===== src/gwm_pkg.sv =====
// Types and constants shared by the glob wildcard matcher modules.
`timescale 1ns / 1ps
`default_nettype none

package gwm_pkg;

  localparam int CHAR_W      = 8;
  localparam int POS_W       = 5;
  localparam int REQ_W       = 2;
  localparam int IN_TDATA_W  = 16;
  localparam int OUT_TDATA_W = 8;

  localparam logic [CHAR_W-1:0] STAR_CODE  = 8'd42;
  localparam logic [CHAR_W-1:0] QMARK_CODE = 8'd63;

  typedef enum logic [REQ_W-1:0] {
    REQ_WRITE = 2'd0,
    REQ_TEXT  = 2'd1,
    REQ_END   = 2'd2
  } req_type_t;

  // Per-request control broadcast to every cell
  typedef struct packed {
    logic              wr;
    logic              text;
    logic              rearm;
    logic [POS_W-1:0]  position;
    logic [CHAR_W-1:0] char_code;
  } gwm_ctrl_t;

endpackage

`default_nettype wire


===== src/gwm_cell.sv =====
// One pattern position: stored pattern byte, active bit and star/byte match logic.
`timescale 1ns / 1ps
`default_nettype none

module gwm_cell
  import gwm_pkg::*;
#(
  parameter int IDX = 0
) (
  input  wire logic      clk,
  input  wire logic      rst_n,
  input  wire gwm_ctrl_t ctrl,
  input  wire logic      en,         // position lies below the pattern length
  input  wire logic      carry_in,   // star closure from the left neighbour
  input  wire logic      adv_in,     // advance from the left neighbour
  output logic           cur,
  output logic           carry_out,
  output logic           adv_out
);

  logic [CHAR_W-1:0] pat_r;
  logic              act_r;
  logic              act_nxt;
  logic              is_star;
  logic              hit;

  assign cur       = act_r | carry_in;
  assign is_star   = (pat_r == STAR_CODE);
  assign hit       = (pat_r == ctrl.char_code) || (pat_r == QMARK_CODE);
  assign carry_out = cur & en & is_star;
  assign adv_out   = cur & en & ~is_star & hit;

  always_comb begin
    priority if (ctrl.rearm) begin
      act_nxt = (IDX == 0);
    end else if (ctrl.text) begin
      // a star keeps its own position alive
      act_nxt = carry_out | adv_in;
    end else begin
      act_nxt = act_r;
    end
  end

  always_ff @(posedge clk) begin
    if (!rst_n) begin
      act_r <= (IDX == 0);
    end else begin
      act_r <= act_nxt;
    end
  end

  always_ff @(posedge clk) begin
    if (ctrl.wr && (32'(ctrl.position) == IDX)) begin
      pat_r <= ctrl.char_code;
    end
  end

endmodule

`default_nettype wire


===== src/gwm_out_buf.sv =====
// Two-entry result buffer: output register plus skid stage.
`timescale 1ns / 1ps
`default_nettype none

module gwm_out_buf
  import gwm_pkg::*;
(
  input  wire logic clk,
  input  wire logic rst_n,
  input  wire logic push,
  input  wire logic push_bit,
  output logic      full,
  output logic      out_valid,
  input  wire logic out_ready,
  output logic      out_bit
);

  logic main_v_r, main_v_nxt;
  logic main_d_r, main_d_nxt;
  logic skid_v_r, skid_v_nxt;
  logic skid_d_r, skid_d_nxt;
  logic pop;

  assign pop       = main_v_r & out_ready;
  assign full      = skid_v_r;
  assign out_valid = main_v_r;
  assign out_bit   = main_d_r;

  always_comb begin
    main_v_nxt = main_v_r;
    main_d_nxt = main_d_r;
    skid_v_nxt = skid_v_r;
    skid_d_nxt = skid_d_r;
    priority if (!main_v_r) begin
      main_v_nxt = push;
      main_d_nxt = push_bit;
    end else if (pop) begin
      // advance the skid entry, else take the new request
      if (skid_v_r) begin
        main_d_nxt = skid_d_r;
        skid_v_nxt = 1'b0;
      end else begin
        main_v_nxt = push;
        main_d_nxt = push_bit;
      end
    end else if (push) begin
      skid_v_nxt = 1'b1;
      skid_d_nxt = push_bit;
    end
  end

  always_ff @(posedge clk) begin
    if (!rst_n) begin
      main_v_r <= 1'b0;
      skid_v_r <= 1'b0;
    end else begin
      main_v_r <= main_v_nxt;
      skid_v_r <= skid_v_nxt;
    end
  end

  always_ff @(posedge clk) begin
    main_d_r <= main_d_nxt;
    skid_d_r <= skid_d_nxt;
  end

endmodule

`default_nettype wire


===== src/glob_wildcard_matcher.sv =====
// Top level of the glob wildcard matcher: cell row, length register and result buffer.
// One request per cycle unless stalled; every cell updates in parallel per text byte.
// The match result is registered in the output register, or in skid if that is full.
// in_tready drops only when two results wait unread (output register and skid full).
// Reset (rst_n low, synchronous): length 0, only position zero active, buffer empty.
// Pattern bytes are not reset and must be written before use.
`timescale 1ns / 1ps
`default_nettype none

module glob_wildcard_matcher
  import gwm_pkg::*;
#(
  parameter int PATTERN_MAX = 32
) (
  input  wire logic                   clk,
  input  wire logic                   rst_n,
  input  wire logic                   in_tvalid,
  output logic                        in_tready,
  input  wire logic [IN_TDATA_W-1:0]  in_tdata,   // [4:0] position, [12:5] char_code
  input  wire logic [REQ_W-1:0]       in_tuser,   // [1:0] req_type
  output logic                        out_tvalid,
  input  wire logic                   out_tready,
  output logic [OUT_TDATA_W-1:0]      out_tdata,  // [0] matched
  input  wire logic                   cfg_wr_en,
  input  wire logic [5:0]             cfg_wr_data // pattern_length
);

  localparam int LENW = $clog2(PATTERN_MAX + 1);
  localparam int CW   = (LENW > 6) ? LENW : 6;

  logic [LENW-1:0]        len_r, len_nxt;
  logic [PATTERN_MAX-1:0] en_r, en_nxt;
  logic                   tail_r, tail_nxt;
  logic [CW-1:0]          cfg_ext;
  logic [CW-1:0]          cfg_clamp;
  logic                   accept;
  req_type_t              req;
  gwm_ctrl_t              ctrl;
  logic [PATTERN_MAX:0]   cur_vec;
  logic [PATTERN_MAX:0]   carry;
  logic [PATTERN_MAX:0]   adv;
  logic                   match;
  logic                   buf_full;
  logic                   buf_bit;

  assign accept = in_tvalid & in_tready;
  assign req    = req_type_t'(in_tuser);

  always_comb begin
    ctrl           = '0;
    ctrl.position  = in_tdata[POS_W-1:0];
    ctrl.char_code = in_tdata[POS_W +: CHAR_W];
    unique case (req)
      REQ_WRITE: ctrl.wr    = accept;
      REQ_TEXT:  ctrl.text  = accept;
      REQ_END:   ctrl.rearm = accept;
      default:   ctrl.wr    = 1'b0;
    endcase
  end

  // Length above the store depth is used as the full depth
  assign cfg_ext   = CW'(cfg_wr_data);
  assign cfg_clamp = (cfg_ext > CW'(PATTERN_MAX)) ? CW'(PATTERN_MAX) : cfg_ext;

  always_comb begin
    len_nxt = len_r;
    en_nxt  = en_r;
    if (cfg_wr_en) begin
      len_nxt = LENW'(cfg_clamp);
      for (int i = 0; i < PATTERN_MAX; i++) begin
        en_nxt[i] = (CW'(i) < cfg_clamp);
      end
    end
  end

  always_ff @(posedge clk) begin
    if (!rst_n) begin
      len_r  <= '0;
      en_r   <= '0;
      tail_r <= 1'b0;
    end else begin
      len_r  <= len_nxt;
      en_r   <= en_nxt;
      tail_r <= tail_nxt;
    end
  end

  assign carry[0] = 1'b0;
  assign adv[0]   = 1'b0;

  for (genvar g = 0; g < PATTERN_MAX; g++) begin : g_cell
    gwm_cell #(
      .IDX (g)
    ) u_cell (
      .clk       (clk),
      .rst_n     (rst_n),
      .ctrl      (ctrl),
      .en        (en_r[g]),
      .carry_in  (carry[g]),
      .adv_in    (adv[g]),
      .cur       (cur_vec[g]),
      .carry_out (carry[g+1]),
      .adv_out   (adv[g+1])
    );
  end

  // Position past the last pattern byte: reached only by advance or closure
  assign cur_vec[PATTERN_MAX] = tail_r | carry[PATTERN_MAX];

  always_comb begin
    priority if (ctrl.rearm) begin
      tail_nxt = 1'b0;
    end else if (ctrl.text) begin
      tail_nxt = adv[PATTERN_MAX];
    end else begin
      tail_nxt = tail_r;
    end
  end

  assign match = cur_vec[len_r];

  gwm_out_buf u_out_buf (
    .clk       (clk),
    .rst_n     (rst_n),
    .push      (ctrl.rearm),
    .push_bit  (match),
    .full      (buf_full),
    .out_valid (out_tvalid),
    .out_ready (out_tready),
    .out_bit   (buf_bit)
  );

  assign in_tready = ~buf_full;
  assign out_tdata = {{(OUT_TDATA_W-1){1'b0}}, buf_bit};

endmodule

`default_nettype wire


===== config.mk =====
export PLATFORM = sky130hd
export DESIGN_NAME = glob_wildcard_matcher
export DESIGN_NICKNAME = d
export VERILOG_FILES = /design/src/gwm_pkg.sv /design/src/gwm_cell.sv /design/src/gwm_out_buf.sv /design/src/glob_wildcard_matcher.sv
export SDC_FILE = /design/constraint.sdc
export NUM_CORES = 1
export LEC_CHECK = 0
export BUFFER_PORTS_ARGS = -buffer_cell sky130_fd_sc_hd__buf_4
export CORE_ASPECT_RATIO = 0.7
export CORE_MARGIN = 4
export CORE_UTILIZATION = 45
export CTS_BUF_LIST = sky130_fd_sc_hd__clkbuf_16
export DETAILED_ROUTE_END_ITERATION = 10
export SYNTH_ARGS = -nofsm -noshare
export SYNTH_HDL_FRONTEND = slang
export SYNTH_SLANG_ARGS = --single-unit

===== constraint.sdc =====
create_clock -name clk -period 4.45 [get_ports clk]
set_input_delay 0.2225 -clock clk [delete_from_list [all_inputs] [get_ports clk]]
set_output_delay 0.2225 -clock clk [all_outputs]
set_load 0.01 [all_outputs]

==> flow_summary_export.csv <==
group,metric,value,unit
outcome,status,"completed",
synth,ys_seq_area_share,54.32,%
worst_setup_path,worstSetupPathType,"flip-flop to flip-flop",
timing,finalSetupTns,0,ps
synth,synth_top_area_cell,"edfxtp_1",
worst_setup_path,crit_family,"compound AO/OA/AOI/OAI gates",
grt,grt_max_degree,56,
synth,syn-instance-count,1556,
grt,overflow,0,
cells_and_area,nets,1615,
cts,clock-sinks,330,
floorplanning,coreArea,37130,µm²
timing,grt_setup_unrepaired,"false",
grt,grt_pass1_wl,69660,µm
synth,synth_top_area_share,45.80,%
power_and_ir_drop,power_leakage,5.901,nW
cells_and_area,drive_gt1_share,8.127,%
synth,syn_avg_cell_area,10.87,µm²
grt,grt_pass1_vias,11920,
floorplanning,dieHeight,170.2,µm
synth,async_reset_ff_share,0,%
synth,synthesis.area,16920,µm²
timing,slew_headroom,23.46,%
worst_setup_path,max_stage_delay,580,ps
detailed_routing,routed_wl,44890,µm
detailed_routing,drcViolationCount,0,
worst_hold_path,hp-class,"input pin to flip-flop",
flow_run,max_cap_violations,0,
worst_setup_path,crit_buf_inv,0,
cts,cts_root_buffer,"clkbuf_16",
synth,synth-edff-count,258,
synth,yosysWarnings,0,
placement,dp_hpwl,30930,µm
cells_and_area,fill_cells,3330,
worst_setup_path,worstSetupEndpointType,"flip-flop",
grt,grtUsageTotal,21.88,%
detailed_routing,vias,12360,
worst_setup_path,slowest_stage,"or4_1",
cts,ctsHtreeMaxLevel,2,
timing,drv_slew,0,
placement,dp_cells,2034,
cts,cts.path.max_buffers,3,
detailed_routing,drt_pass1_iterations,5,
cts,clk_pin_slew,60,ps
worst_setup_path,cp-start-kind,"flip-flop",
cts,cts_buffers,35,
timing,fmaxAchievable,241.3,MHz
detailed_routing,wire_per_inst,21.36,µm
timing,finalHoldViolCount,0,
cells_and_area,layout.cells.non_filler,2101,
floorplanning,ios,39,
worst_setup_path,arrival,4520,ps
timing,finalSetupViolations,0,
power_and_ir_drop,powerDensity,354.5,nW/µm²
synth,synth-main-ff-cell,"edfxtp_1",
synth,synth.area.top_cells,"edfxtp_1 (46%), xnor2_1 (9.1%), dfxtp_1 (8.5%)",
detailed_routing,drtIter0Drc,1114,
timing,fin_skew,22.11,ps
synth,yosys_register_bits,330,
detailed_routing,ant_nets,0,
worst_setup_path,critPathMostFrequentCell,"or4_1",
worst_setup_path,cp_cell_sequence,"or4_1, or4_1, a2111oi_4, o211ai_2, a211oi_4, o21ai_2, o21bai_2, a32oi_1, a211oi_2, o2111ai_1, o21ai_1",
placement,io_buffers,28,
timing,min_period,4145,ps
power_and_ir_drop,vdd_ir_drop_max,0.3195,mV
detailed_routing,via_per_inst,5.885,
synth,yosysUniqueCellTypes,79,
cells_and_area,final_cell_area,18820,µm²
cells_and_area,area_growth_syn_to_layout,11.23,%
timing,worst_slew_pin_slew,1139,ps
worst_setup_path,worstPathRequired,4830,ps
floorplanning,fp.dieW,239.7,µm
cts,cts_tree,"yes",
cts,ctsResizeCount,0,
placement,place.gp.congestion,0.8742,
grt,antenna_found_initial,0,
floorplanning,dieArea,40810,µm²
timing,period_share,93.15,%
placement,place_area,17690,µm²
floorplanning,num_rows,59,
worst_setup_path,path_max_fanout,9,
cts,clk_latency,530,ps
floorplanning,initial_core_util,45.56,%
cells_and_area,final_core_util,50.68,%
## area by class of cell
type | instances | area [µm²] | area share, %
tap | 488 | 610.6 | 3.245
multi-input combinational | 1136 | 7360 | 39.11
clock inverter | 26 | 166.4 | 0.8843
clock buffer | 37 | 925.9 | 4.920
timing repair buffer | 62 | 485.5 | 2.580
sequential | 330 | 9189 | 48.83
antenna | 1 | 2.502 | 0.01330
inverter | 21 | 78.83 | 0.4189
## worst min-delay path: stages
cell and delay [ps]:
buf_4 120, o21ai_0 90, a21oi_1 130
## sequential cells by signal, indices dropped and copies added, names as in the netlist
register	cells
g_cell.u_cell.pat_r	256
u_out_buf.full	1
en_r	31
u_out_buf.skid_d_r	1
u_out_buf.out_bit	1
len_r	6
u_out_buf.out_valid	1
g_cell.u_cell.act_r	32
tail_r	1
## worst paths after layout
path | startpoint | endpoint | slack, ps | cells past startpoint
worst max-delay path | g_cell[0].u_cell.pat_r[2] | u_out_buf.out_bit | 300 | 11
worst min-delay path | cfg_wr_data[0] | en_r[28] | 80 | 3
worst max register to register | g_cell[0].u_cell.pat_r[2] | u_out_buf.out_bit | 300 | 11
worst min register to register | g_cell[15].u_cell.act_r | g_cell[15].u_cell.act_r | 490 | 2
## placed cells by master (no fill, tap or decap), types with 10 or more instances in the layout
cell type and instances:
inv_1 30, nor2_1 138, nand3_1 47, dfxtp_1 72, nand4_1 67, xor2_1 80, buf_4 58, a21oi_1 64
a311oi_1 10, a31oi_1 19, nand2b_1 19, and3_1 17, nor4_1 40, nand2_1 86, or3_1 14, edfxtp_1 258
a21boi_0 14, o21ai_0 81, or4_1 12, clkbuf_16 37, nor3b_1 13, nand3b_1 10, nor2b_1 37, xnor2_1 176
nor3_1 25
## Yosys cell counts, types with 6 or more instances
cell type	count
a211oi_1	9
a21boi_0	14
a21o_1	8
a21oi_1	64
a311oi_1	10
a31oi_1	19
and2_1	8
and3_1	17
buf_1	19
buf_4	8
clkbuf_1	47
dfxtp_1	72
edfxtp_1	258
inv_1	21
mux2i_1	7
nand2_1	86
nand2b_1	19
nand3_1	47
nand3b_1	10
nand4_1	67
nand4b_1	6
nor2_1	138
nor2b_1	37
nor3_1	25
nor3b_1	13
nor4_1	40
o211ai_1	7
o21a_1	9
o21ai_0	81
or2_2	7
or3_1	14
or4_1	12
xnor2_1	176
xor2_1	80
## timing repair
action,in CTS,in global routing
endpoints found under the hold margin,2,0
hold buffers,3,0
setup buffers,0,0
## report_power, final
part	leakage [nW]	internal [mW]	total (mW)	switching [mW]
clock	0.577	1.62	2.82	1.20
sequential	2.91	3.36	3.40	0.0474
combinational	2.41	0.160	0.445	0.285
total	5.90	5.13	6.67	1.54
## per-stage QoR
| stage | setup WS [ps] | power [mW] | hold slack, ps |
|---|---|---|---|
| after CTS | 333.2 | 6.716 | 47.11 |
| after detailed placement | 342.7 | 3.910 | 473.7 |
| after global placement | 398.8 | 3.904 | 464.8 |
| after global routing | 35.25 | 6.904 | 71.23 |
| after floorplan | 967.1 | 3.727 | 321.4 |
| final | 304.9 | 6.670 | 76.01 |
## metal layers
metal / track usage [%] / routed length [µm] / part of all wire (%)
met1: 35.42 / 23020 / 51
met2: 30.52 / 18090 / 40
met5: 0 / 0 / 0
met4: 4.388 / 666 / 1.5
met3: 3.936 / 3110 / 6.9
## logic make-up after synthesis
kind of cell,Yosys count,synth area share (%)
AND/OR/NAND/NOR,567,17.82
XOR/XNOR,256,13.25
other,1,0.02217
AO/OA/AOI/OAI,298,11.79
flip-flops,330,54.32
buffers and inverters,96,2.315
multiplexers,8,0.4807
Power figures use the tool's default switching activity.
